**config.mk**
```make
export PLATFORM = sky130hd
export DESIGN_NAME = winograd_output_transform_2x2_3x3
export DESIGN_NICKNAME = d
export VERILOG_FILES = /design/src/rtl/core/wot_pkg.sv /design/src/rtl/core/wot_front.sv /design/src/rtl/core/wot_fifo.sv /design/src/rtl/core/wot_back.sv /design/src/rtl/core/winograd_output_transform_2x2_3x3.sv
export SDC_FILE = /design/constraint.sdc
export NUM_CORES = 2
export LEC_CHECK = 0
export ABC_AREA = 1
export BUFFER_PORTS_ARGS = -buffer_cell sky130_fd_sc_hd__buf_2
export CAP_MARGIN = 20
export CELL_PAD_IN_SITES_DETAIL_PLACEMENT = 1
export CELL_PAD_IN_SITES_GLOBAL_PLACEMENT = 1
export CORE_MARGIN = 2
export CORE_UTILIZATION = 54
export CTS_CLUSTER_DIAMETER = 60
export DETAILED_ROUTE_END_ITERATION = 12
export PLACE_DENSITY = 0.89
export REMOVE_ABC_BUFFERS = 1
export SYNTH_ARGS = -nofsm -noshare
export SYNTH_HDL_FRONTEND = slang
export SYNTH_SLANG_ARGS = --single-unit
```
**constraint.sdc**
```tcl
create_clock -name aclk -period 42.1 [get_ports aclk]
set_clock_uncertainty 0.15 [all_clocks]
set_input_delay 8.42 -clock aclk [delete_from_list [all_inputs] [get_ports aclk]]
set_output_delay 8.42 -clock aclk [all_outputs]
set_load 0.02 [all_outputs]
```
**src/rtl/core/wot_pkg.sv**
```systemverilog
// shared types and constants of the winograd output transform
package wot_pkg;

    // widths of the arithmetic
    localparam int PARTIAL_W   = 26;
    localparam int VALUE_W     = 28;

    // tile geometry
    localparam int ELEM_W       = 4;
    localparam int ROW_SUMS     = 8;
    localparam int OUT_PER_TILE = 4;
    localparam int TILE_IDX_W   = 9;
    localparam int COORD_W      = 10;

    // cropping limit and compare width
    localparam int MAX_OUT_DIM  = 1024;
    localparam int DIM_CMP_W    = 14;

    // tile queue between front and back
    localparam int QUEUE_DEPTH  = 2;

    // configuration port
    localparam int CFG_IDX_W    = 4;
    localparam int CFG_DATA_W   = 11;
    localparam int TILE_CNT_W   = 10;
    localparam int DIM_W        = 11;

    localparam logic [CFG_IDX_W-1:0] CFG_TILES_ACROSS = 4'd0;
    localparam logic [CFG_IDX_W-1:0] CFG_TILES_DOWN   = 4'd1;
    localparam logic [CFG_IDX_W-1:0] CFG_OUT_WIDTH    = 4'd2;
    localparam logic [CFG_IDX_W-1:0] CFG_OUT_HEIGHT   = 4'd3;

    typedef logic signed [PARTIAL_W-1:0] partial_t;
    typedef logic signed [VALUE_W-1:0]   value_t;

    // one finished 2x2 tile, values in order (0,0),(0,1),(1,0),(1,1)
    typedef struct packed {
        logic [TILE_IDX_W-1:0]        tile_row;
        logic [TILE_IDX_W-1:0]        tile_col;
        value_t [OUT_PER_TILE-1:0]    value;
    } wot_tile_t;

endpackage

```
**src/rtl/core/wot_front.sv**
```systemverilog
// front end: takes samples, builds row sums, forms the 2x2 tile
module wot_front #(
    parameter int SAMPLE_BITS = 24
) (
    input  logic                                aclk,
    input  logic                                aresetn,
    input  logic                                s_valid,
    output logic                                s_ready,
    input  logic signed [SAMPLE_BITS-1:0]       s_sample,
    input  logic                                s_frame_start,
    input  logic [wot_pkg::TILE_CNT_W-1:0]      tiles_across,
    input  logic [wot_pkg::TILE_CNT_W-1:0]      tiles_down,
    output logic                                push_valid,
    input  logic                                push_ready,
    output wot_pkg::wot_tile_t                  push_tile
);
    import wot_pkg::*;

    logic                   accept;
    logic [ELEM_W-1:0]      elem_reg, elem_next, elem_cur;
    logic [TILE_IDX_W-1:0]  col_reg, col_next, col_cur, col_inc;
    logic [TILE_IDX_W-1:0]  row_reg, row_next, row_cur, row_inc;
    logic [1:0]             cur_row, cur_col;
    logic                   tile_done;
    partial_t               x;
    partial_t               part_reg [ROW_SUMS];
    partial_t               stg_part_reg [ROW_SUMS];
    logic                   stg_valid_reg, stg_valid_next;
    logic [TILE_IDX_W-1:0]  stg_row_reg, stg_col_reg;

    assign accept  = s_valid && s_ready;
    assign s_ready = !stg_valid_reg || push_ready;

    // position of this sample, frame start puts it at the origin
    assign elem_cur  = s_frame_start ? '0 : elem_reg;
    assign col_cur   = s_frame_start ? '0 : col_reg;
    assign row_cur   = s_frame_start ? '0 : row_reg;
    assign cur_row   = elem_cur[3:2];
    assign cur_col   = elem_cur[1:0];
    assign tile_done = (elem_cur == '1);
    assign x         = PARTIAL_W'(s_sample);

    // tile position advance
    assign col_inc = col_cur + 1'b1;
    assign row_inc = row_cur + 1'b1;

    always_comb begin
        elem_next = elem_reg;
        col_next  = col_reg;
        row_next  = row_reg;
        if (accept) begin
            elem_next = elem_cur + 1'b1;
            col_next  = col_cur;
            row_next  = row_cur;
            if (tile_done) begin
                if (col_inc == '0 || {1'b0, col_inc} >= tiles_across) begin
                    col_next = '0;
                    if (row_inc == '0 || {1'b0, row_inc} >= tiles_down) begin
                        row_next = '0;
                    end else begin
                        row_next = row_inc;
                    end
                end else begin
                    col_next = col_inc;
                end
            end
        end
    end

    always_ff @(posedge aclk) begin
        if (!aresetn) begin
            elem_reg <= '0;
            col_reg  <= '0;
            row_reg  <= '0;
        end else begin
            elem_reg <= elem_next;
            col_reg  <= col_next;
            row_reg  <= row_next;
        end
    end

    // row sums: each tile row owns two accumulators
    always_ff @(posedge aclk) begin
        if (accept) begin
            for (int k = 0; k < ROW_SUMS / 2; k++) begin
                if (cur_row == k[1:0]) begin
                    case (cur_col)
                        2'd0: begin
                            part_reg[2*k]   <= x;
                            part_reg[2*k+1] <= '0;
                        end
                        2'd1: begin
                            part_reg[2*k]   <= part_reg[2*k] + x;
                            part_reg[2*k+1] <= part_reg[2*k+1] + x;
                        end
                        2'd2: begin
                            part_reg[2*k]   <= part_reg[2*k] + x;
                            part_reg[2*k+1] <= part_reg[2*k+1] - x;
                        end
                        default: begin
                            part_reg[2*k+1] <= part_reg[2*k+1] - x;
                        end
                    endcase
                end
            end
        end
    end

    // snapshot stage holding a finished tile's row sums
    always_comb begin
        stg_valid_next = stg_valid_reg;
        if (accept && tile_done) begin
            stg_valid_next = 1'b1;
        end else if (push_ready) begin
            stg_valid_next = 1'b0;
        end
    end

    always_ff @(posedge aclk) begin
        if (!aresetn) begin
            stg_valid_reg <= 1'b0;
        end else begin
            stg_valid_reg <= stg_valid_next;
        end
    end

    always_ff @(posedge aclk) begin
        if (accept && tile_done) begin
            for (int k = 0; k < ROW_SUMS - 1; k++) begin
                stg_part_reg[k] <= part_reg[k];
            end
            stg_part_reg[ROW_SUMS-1] <= part_reg[ROW_SUMS-1] - x;
            stg_row_reg <= row_cur;
            stg_col_reg <= col_cur;
        end
    end

    // column combination of the row sums
    always_comb begin
        push_tile.tile_row = stg_row_reg;
        push_tile.tile_col = stg_col_reg;
        for (int i = 0; i < 2; i++) begin
            push_tile.value[i]   = VALUE_W'(stg_part_reg[i])
                                 + VALUE_W'(stg_part_reg[2+i])
                                 + VALUE_W'(stg_part_reg[4+i]);
            push_tile.value[2+i] = VALUE_W'(stg_part_reg[2+i])
                                 - VALUE_W'(stg_part_reg[4+i])
                                 - VALUE_W'(stg_part_reg[6+i]);
        end
    end

    assign push_valid = stg_valid_reg;

endmodule

```
**src/rtl/core/wot_fifo.sv**
```systemverilog
// short tile queue between front and back
module wot_fifo (
    input  logic                aclk,
    input  logic                aresetn,
    input  logic                push_valid,
    output logic                push_ready,
    input  wot_pkg::wot_tile_t  push_tile,
    output logic                pop_valid,
    input  logic                pop,
    output wot_pkg::wot_tile_t  pop_tile
);
    import wot_pkg::*;

    localparam int PTR_W = (QUEUE_DEPTH > 1) ? $clog2(QUEUE_DEPTH) : 1;
    localparam int CNT_W = $clog2(QUEUE_DEPTH + 1);

    wot_tile_t           entry_reg [QUEUE_DEPTH];
    logic [PTR_W-1:0]    wr_ptr_reg, wr_ptr_next;
    logic [PTR_W-1:0]    rd_ptr_reg, rd_ptr_next;
    logic [CNT_W-1:0]    count_reg, count_next;
    logic                do_push, do_pop;

    assign push_ready = (count_reg != CNT_W'(QUEUE_DEPTH));
    assign pop_valid  = (count_reg != '0);
    assign do_push    = push_valid && push_ready;
    assign do_pop     = pop && pop_valid;
    assign pop_tile   = entry_reg[rd_ptr_reg];

    // pointer and fill count update
    always_comb begin
        wr_ptr_next = wr_ptr_reg;
        rd_ptr_next = rd_ptr_reg;
        count_next  = count_reg;
        if (do_push) begin
            wr_ptr_next = (wr_ptr_reg == PTR_W'(QUEUE_DEPTH - 1)) ? '0 : wr_ptr_reg + 1'b1;
        end
        if (do_pop) begin
            rd_ptr_next = (rd_ptr_reg == PTR_W'(QUEUE_DEPTH - 1)) ? '0 : rd_ptr_reg + 1'b1;
        end
        if (do_push && !do_pop) begin
            count_next = count_reg + 1'b1;
        end else if (do_pop && !do_push) begin
            count_next = count_reg - 1'b1;
        end
    end

    always_ff @(posedge aclk) begin
        if (!aresetn) begin
            wr_ptr_reg <= '0;
            rd_ptr_reg <= '0;
            count_reg  <= '0;
        end else begin
            wr_ptr_reg <= wr_ptr_next;
            rd_ptr_reg <= rd_ptr_next;
            count_reg  <= count_next;
        end
    end

    // entry storage
    always_ff @(posedge aclk) begin
        if (do_push) begin
            entry_reg[wr_ptr_reg] <= push_tile;
        end
    end

endmodule

```
**src/rtl/core/wot_back.sv**
```systemverilog
// back end: crops a tile and sends its values one beat at a time
module wot_back (
    input  logic                                aclk,
    input  logic                                aresetn,
    input  logic                                head_valid,
    output logic                                head_pop,
    input  wot_pkg::wot_tile_t                  head_tile,
    input  logic [wot_pkg::DIM_W-1:0]           out_width,
    input  logic [wot_pkg::DIM_W-1:0]           out_height,
    output logic                                m_valid,
    input  logic                                m_ready,
    output logic [wot_pkg::COORD_W-1:0]         m_out_row,
    output logic [wot_pkg::COORD_W-1:0]         m_out_col,
    output logic signed [wot_pkg::VALUE_W-1:0]  m_out_value,
    output logic                                m_last_of_tile
);
    import wot_pkg::*;

    logic [OUT_PER_TILE-1:0]  keep, remain, pick, remain_after;
    logic [OUT_PER_TILE-1:0]  sent_reg, sent_next;
    logic [1:0]               sel;
    logic [COORD_W-1:0]       y [2];
    logic [COORD_W-1:0]       xc [2];
    logic [1:0]               row_ok, col_ok;
    logic                     out_load;
    logic                     m_valid_reg;
    logic [COORD_W-1:0]       row_reg, col_reg;
    value_t                   value_reg;
    logic                     last_reg;

    // crop against the configured frame size
    always_comb begin
        for (int j = 0; j < 2; j++) begin
            y[j]  = {head_tile.tile_row, j[0]};
            xc[j] = {head_tile.tile_col, j[0]};
            row_ok[j] = ({{(DIM_CMP_W-COORD_W){1'b0}}, y[j]}
                            < {{(DIM_CMP_W-DIM_W){1'b0}}, out_height})
                     && ({{(DIM_CMP_W-COORD_W){1'b0}}, y[j]} < DIM_CMP_W'(MAX_OUT_DIM));
            col_ok[j] = ({{(DIM_CMP_W-COORD_W){1'b0}}, xc[j]}
                            < {{(DIM_CMP_W-DIM_W){1'b0}}, out_width})
                     && ({{(DIM_CMP_W-COORD_W){1'b0}}, xc[j]} < DIM_CMP_W'(MAX_OUT_DIM));
        end
        for (int k = 0; k < OUT_PER_TILE; k++) begin
            keep[k] = row_ok[k / 2] && col_ok[k % 2];
        end
    end

    // lowest position still to send
    assign remain       = keep & ~sent_reg;
    assign pick         = remain & (~remain + 1'b1);
    assign remain_after = remain & ~pick;

    always_comb begin
        sel = '0;
        for (int k = OUT_PER_TILE - 1; k >= 0; k--) begin
            if (remain[k]) begin
                sel = k[1:0];
            end
        end
    end

    assign out_load = head_valid && (remain != '0) && (!m_valid_reg || m_ready);
    assign head_pop = head_valid && ((remain == '0) || (out_load && remain_after == '0));

    always_comb begin
        sent_next = sent_reg;
        if (head_pop) begin
            sent_next = '0;
        end else if (out_load) begin
            sent_next = sent_reg | pick;
        end
    end

    always_ff @(posedge aclk) begin
        if (!aresetn) begin
            sent_reg    <= '0;
            m_valid_reg <= 1'b0;
        end else begin
            sent_reg <= sent_next;
            if (out_load) begin
                m_valid_reg <= 1'b1;
            end else if (m_ready) begin
                m_valid_reg <= 1'b0;
            end
        end
    end

    // output register
    always_ff @(posedge aclk) begin
        if (out_load) begin
            row_reg   <= y[sel[1]];
            col_reg   <= xc[sel[0]];
            value_reg <= head_tile.value[sel];
            last_reg  <= (remain_after == '0);
        end
    end

    assign m_valid        = m_valid_reg;
    assign m_out_row      = row_reg;
    assign m_out_col      = col_reg;
    assign m_out_value    = value_reg;
    assign m_last_of_tile = last_reg;

endmodule

```
**src/rtl/core/winograd_output_transform_2x2_3x3.sv**
```systemverilog
// top level of the winograd f(2x2,3x3) output transform
// Takes one 4x4 transformed tile element per cycle (row-major within a tile,
// tiles in raster order) and returns up to four cropped output values per tile,
// each with its pixel row, column and a last-of-tile mark. Input runs at one
// sample per cycle unless stalled; each tile's 16 samples yield at most four
// results, which the back end sends one per cycle while m_ready is high; then
// output does not limit the input rate. Results pass the tile snapshot stage,
// a two-tile queue between the sample side and the result side, and the output
// register; input stalls only when that queue and the snapshot stage are full.
// Configuration registers are written through the cfg port, always ready,
// and must only change while no tile is in flight.
module winograd_output_transform_2x2_3x3 #(
    parameter int SAMPLE_BITS = 24
) (
    input  logic                                aclk,
    input  logic                                aresetn,
    input  logic                                cfg_valid,
    output logic                                cfg_ready,
    input  logic [wot_pkg::CFG_IDX_W-1:0]       cfg_index,
    input  logic [wot_pkg::CFG_DATA_W-1:0]      cfg_data,
    input  logic                                s_valid,
    output logic                                s_ready,
    input  logic signed [SAMPLE_BITS-1:0]       s_sample,
    input  logic                                s_frame_start,
    output logic                                m_valid,
    input  logic                                m_ready,
    output logic [wot_pkg::COORD_W-1:0]         m_out_row,
    output logic [wot_pkg::COORD_W-1:0]         m_out_col,
    output logic signed [wot_pkg::VALUE_W-1:0]  m_out_value,
    output logic                                m_last_of_tile
);
    import wot_pkg::*;

    logic [TILE_CNT_W-1:0]  tiles_across_reg, tiles_down_reg;
    logic [DIM_W-1:0]       out_width_reg, out_height_reg;
    logic                   push_valid, push_ready;
    wot_tile_t              push_tile;
    logic                   head_valid, head_pop;
    wot_tile_t              head_tile;

    // configuration registers
    assign cfg_ready = 1'b1;

    always_ff @(posedge aclk) begin
        if (!aresetn) begin
            tiles_across_reg <= TILE_CNT_W'(1);
            tiles_down_reg   <= TILE_CNT_W'(1);
            out_width_reg    <= DIM_W'(1);
            out_height_reg   <= DIM_W'(1);
        end else if (cfg_valid && cfg_ready) begin
            unique case (cfg_index)
                CFG_TILES_ACROSS: tiles_across_reg <= cfg_data[TILE_CNT_W-1:0];
                CFG_TILES_DOWN:   tiles_down_reg   <= cfg_data[TILE_CNT_W-1:0];
                CFG_OUT_WIDTH:    out_width_reg    <= cfg_data[DIM_W-1:0];
                CFG_OUT_HEIGHT:   out_height_reg   <= cfg_data[DIM_W-1:0];
                default: begin
                end
            endcase
        end
    end

    // sample side
    wot_front #(
        .SAMPLE_BITS (SAMPLE_BITS)
    ) u_front (
        .aclk          (aclk),
        .aresetn       (aresetn),
        .s_valid       (s_valid),
        .s_ready       (s_ready),
        .s_sample      (s_sample),
        .s_frame_start (s_frame_start),
        .tiles_across  (tiles_across_reg),
        .tiles_down    (tiles_down_reg),
        .push_valid    (push_valid),
        .push_ready    (push_ready),
        .push_tile     (push_tile)
    );

    // tile queue
    wot_fifo u_fifo (
        .aclk       (aclk),
        .aresetn    (aresetn),
        .push_valid (push_valid),
        .push_ready (push_ready),
        .push_tile  (push_tile),
        .pop_valid  (head_valid),
        .pop        (head_pop),
        .pop_tile   (head_tile)
    );

    // result side
    wot_back u_back (
        .aclk           (aclk),
        .aresetn        (aresetn),
        .head_valid     (head_valid),
        .head_pop       (head_pop),
        .head_tile      (head_tile),
        .out_width      (out_width_reg),
        .out_height     (out_height_reg),
        .m_valid        (m_valid),
        .m_ready        (m_ready),
        .m_out_row      (m_out_row),
        .m_out_col      (m_out_col),
        .m_out_value    (m_out_value),
        .m_last_of_tile (m_last_of_tile)
    );

endmodule
```
# ---- Word-level counts from Yosys, hierarchy flattened
# Memory sizes are Yosys's and may differ from the RTL's. A register that Yosys moved wholly into a read port is not among the register bits.
# Cells that the tools add are included.
dict set report totals {
  wordCells 270
  ram_bits 676
  memories 3
  regBits 141
}
# memory words word_bits rd rd_ports_with_merged_regs write_ports line_no
set mem_list {}
lappend mem_list {u_fifo.entry_reg 2 130 1 1 1 wot_fifo.sv:17} ;# wot_tile_t entry_reg [QUEUE_DEPTH];
lappend mem_list {u_front.part_reg 8 26 8 0 2 wot_front.sv:26} ;# partial_t part_reg [ROW_SUMS];
lappend mem_list {u_front.stg_part_reg 8 26 8 0 8 wot_front.sv:27} ;# partial_t stg_part_reg [ROW_SUMS];
dict set report classes {
  muxes 124
  add_sub_neg 28
  n_reduce_logical 47
  bitwise_logic 30
  n_lt_le_gt_ge 9
  n_eq_ne 10
}
# cell n
set op_table {}
lappend op_table {{$mux 26} 26}
lappend op_table {{$add 26x24->26} 8}
lappend op_table {{$reduce_or 26->1} 6}
lappend op_table {{$sub 26x24->26} 4}
lappend op_table {{$mux 1} 72}
lappend op_table {{$mux 9} 7}
lappend op_table {{$add 27x26->28} 2}
lappend op_table {{$bmux 28 s2} 1}
lappend op_table {{$sub 27x26->28} 2}
lappend op_table {{$add 26x26->27} 2}
lappend op_table {{$sub 26x26->27} 2}
lappend op_table {{$lt 10x11->1} 4}
lappend op_table {{$mux 10} 4}
lappend op_table {{$mux 28} 1}
lappend op_table {{$ge 9x10->1} 2}
lappend op_table {{$or 1x1->1} 20}
lappend op_table {{$add 9x1->9 const B} 2}
lappend op_table {{$logic_not 9->1} 2}
lappend op_table {{$mux 3} 6}
lappend op_table {{$logic_and 1x1->1} 14}
lappend op_table {{$and 4x4->4} 3}
lappend op_table {{$logic_not 4->1} 3}
lappend op_table {{$mux 2} 6}
lappend op_table {{$not 4->4} 3}
lappend op_table {{24 further kinds} 46}

# ---- Depth between registers and ports, before layout
dict set report depth {
  ltp_word 16
  ltp_mapped 23
  mapped_depth_nobuf 21
}

# ---- Modules after synthesis
# Synthesis repeated with hierarchy kept, for this count alone.
dict set report hier_totals {
  cells_unflattened 6731
  area_unflattened_um2 57929.3
}
# module instances seq_area_each_um2 area_per_inst_um2 cells_per_inst
set modules_own_cells {}
lappend modules_own_cells {wot_front 1 13492.9 42892.4 5592}
lappend modules_own_cells {wot_fifo 1 7907.6 9646.8 441}
lappend modules_own_cells {wot_back 1 1571.5 3363.2 388}
lappend modules_own_cells {winograd_output_transform_2x2_3x3 1 840.8 2026.9 310}

# ---- Least setup slack after synthesis
# No wires, ideal clock.
dict set report synth_timing {
  path_type {input-to-reg}
  from {in s_frame_start}
  to {reg u_front.stg_col_reg[0] (enable)}
  setup_ps 817
  cell_stages 9
  slack_ps 22095
  t_arrival_ps 19038
  path_cell_list {buf_6 > buf_4 > nor2_1 > ha_1 > inv_1 > nor2_1 > inv_1 > buf_2 > nor2_1}
}
dict set report synth_between {
  elab_chain_len 3
}
# item line_no
set synth_lines {}
lappend synth_lines {{start, declared} winograd_output_transform_2x2_3x3.sv:24} ;# input logic s_frame_start,
lappend synth_lines {{$mux 4} wot_front.sv:35} ;# assign elem_cur = s_frame_start ? '0 : elem_reg;
lappend synth_lines {{$eq 4x4->1} wot_front.sv:40} ;# assign tile_done = (elem_cur == '1);
lappend synth_lines {{$logic_and 1x1->1} wot_front.sv:128} ;# if (accept && tile_done) begin
lappend synth_lines {{end signal, assigned} wot_front.sv:134} ;# stg_col_reg <= col_cur;
lappend synth_lines {{end, declared} wot_front.sv:29} ;# logic [TILE_IDX_W-1:0] stg_row_reg, stg_col_reg;
# No other way between the ends.
# A chain may end at the register's enable or synchronous reset.

==> impl_metrics.csv <==
group,metric,value,unit
status,status,"complete, no violations",
hold_path,min_path_type,"reg2reg",
setup_path,rr_worst_depth,18,
sta,setup_tns,0,ns
setup_path,required,42.28,ns
clock_network,clockRootBuffer,"clkbuf_16",
final_layout,largest_reg_flops,260,
final_layout,drive_gt1_share,6.70,%
final_layout,final_cells,7848,
floorplan,die_area,0.107,mm²
final_layout,area_growth,9.33,%
sta,finalCriticalPeriod,13.17,ns
synthesis,ys_top_cells_by_count,"nand2_1 (1018), inv_1 (805), edfxtp_1 (743)",
floorplan,start_util,54.4,%
clock_network,cts.sinks,818,
placement,portBuffers,95,
synthesis,synth_cell_type_count,75,
clock_network,cts.clk_slew.worst_paths,0.06,ns
sta,finalMaxSlewViolations,0,
route,drt_iter0_markers,6130,
floorplan,fp.dieW,327,µm
placement,pre_cts_slack,28.39,ns
power,max-vdd-ir-drop,0.0000338,V
clock_network,cts_buffers,103,
clock_network,cts_hold_buf,0,
final_layout,seq_area,0.0238,mm²
setup_path,worstPathArrival,13.35,ns
sta,post-route-period-util,31.3,%
route,wl_per_cell,28.6,µm
placement,dp_cells,7655,
placement,dp_hpwl,163000,µm
route,drt_wl_total,225000,µm
final_layout,multi_input_area,0.0287,mm²
global_route,grt_use_total,41.0,%
hold_path,holdPathStages,0,
synthesis,synth_top_area_cell,"edfxtp_1",
route,route.vias.total,50900,
floorplan,coreArea,0.103,mm²
synthesis,yosys_register_bits,818,
floorplan,ios,97,
synthesis,synth_area_per_cell,8.95,µm²
clock_network,cts_tree,"yes",
setup_path,critPathKind,"in2reg",
setup_path,end_kind,"flip-flop",
setup_path,critical_path.startpoint_type,"input port",
final_layout,final_util,59.5,%
floorplan,num_rows,118,
synthesis,synth_most_common_cell,"nand2_1",
placement,gp_congestion,0.999,
clock_network,htree_levels,3,
synthesis,syn_area,0.0562,mm²
final_layout,final_net_count,7000,
global_route,grt_pass1_vias,51800,
synthesis,synthTopCellsByArea,"edfxtp_1 (40%), ha_1 (10%), nand2_1 (6.8%)",
sta,relSlewSlack,26.9,%
clock_network,insertion_delay,0.74,ns
clock_network,cts_buffer_depth,3,
synthesis,synth-main-ff-cell,"edfxtp_1",
final_layout,n_fill_cell,11900,
clock_network,ctsResizeCount,0,
route,firstDrtPassIters,8,
synthesis,synth_edf_count,743,
route,routed_via_density,6.48,
clock_network,postCtsSetupBuffers,0,
route,drtAntennaViolNets,0,
setup_path,cp_max_fo,71,
global_route,antenna_found_initial,12,
sta,finalSetupViolCount,0,
global_route,grt_overflow,0,
global_route,grt_pass1_wl,329000,µm
power,p_leak,0.0255,µW
sta,worst_pin_slew,1.10,ns
route,drcViolationCount,0,
sta,rsz0062_at_grt,"no",
synthesis,yosys_warnings,0,
power,powerDensity,34.0,mW/mm²
sta,fin_ws,28.93,ns
sta,hold_violations,0,
sta,fmax,76.0,MHz
synthesis,ys_seq_area_share,42.3,%
synthesis,synth_top_area_share,39.7,%
floorplan,dieHeight,327,µm
global_route,grt_max_degree,76,
synthesis,ys_async_sr_fraction,0,%
synthesis,synth_cells,6286,
run,maxCapViolations,0,
[layout make-up]
cell class,instances,area share [%]
Sequential cell,818,38.7
Tap cell,1380,2.81
Multi-Input combinational cell,4491,46.6
Inverter,829,5.06
Antenna cell,2,0.00814
Clock buffer,130,4.37
Timing Repair Buffer,139,1.41
Clock inverter,59,1.02
[power by group]
part	switching [µW]	internal [µW]
combinational	207	81.2
sequential	12.6	891
clock	401	497
[cell families (layout without fill, tap and decap cells)]
| family | Yosys count | in the layout | synth area share [%] |
|---|---|---|---|
| compound gates | 1455 | 1455 | 14.5 |
| mux | 129 | 129 | 2.33 |
| fa+ha+maj | 573 | 573 | 14.3 |
| flops | 818 | 818 | 42.3 |
| xor+xnor | 230 | 230 | 3.59 |
| other cells | 1 | 3 | 0.00667 |
| simple gates | 2103 | 2103 | 16.1 |
| buf+inv | 977 | 1157 | 6.80 |
[path summary, 6_finish.rpt]
check                    startpoint  slack [ns]                           to
max                   s_frame_start       28.93  u_front.stg_part_reg[1][63]
min          u_front.stg_row_reg[3]        0.31     u_fifo.entry_reg[0][124]
max reg2reg               flip-flop       36.11       u_back.m_out_value[17]
min reg2reg  u_front.stg_row_reg[3]        0.31     u_fifo.entry_reg[0][124]
[metrics by stage]
step | hold WS (ns) | power (µW) | cell area (µm²)
after floorplan | 0.271 | 1090 | 55500
after global placement | 0.276 | 1180 | 58100
after detailed placement | 0.282 | 1190 | 58100
after CTS | 0.304 | 2080 | 61400
after global routing | 0.315 | 2140 | 61500
final | 0.308 | 2090 | 61500
[per-layer routing]
metal  GRT usage (%)  wire (µm)
met3            7.24      22200
met5               0         72
met4            21.7      13800
met2            65.5     101000
met1            53.5      87400
[worst max-delay path, cell delays in order]
cell     delay, ns
buf_2         0.33
inv_2         0.22
nand2_1       0.13
inv_1         0.15
ha_1          0.20
inv_1         0.05
nor2_1        0.20
inv_1         0.29
nor2_4        0.65
buf_4         0.82
buf_4         0.85
buf_4         0.86
[cell usage in the layout (no fill, tap or decap), types with 95 or more instances in the layout]
cell type     n
a21oi_1     596
nand3_1     294
fa_1        118
clkbuf_16   103
nand2_1    1018
mux2i_1     113
buf_2        95
nor2_1      501
xor2_1      155
inv_1       805
o21ai_0     505
edfxtp_1    743
ha_1        455
(Power assumes the default switching activity.)
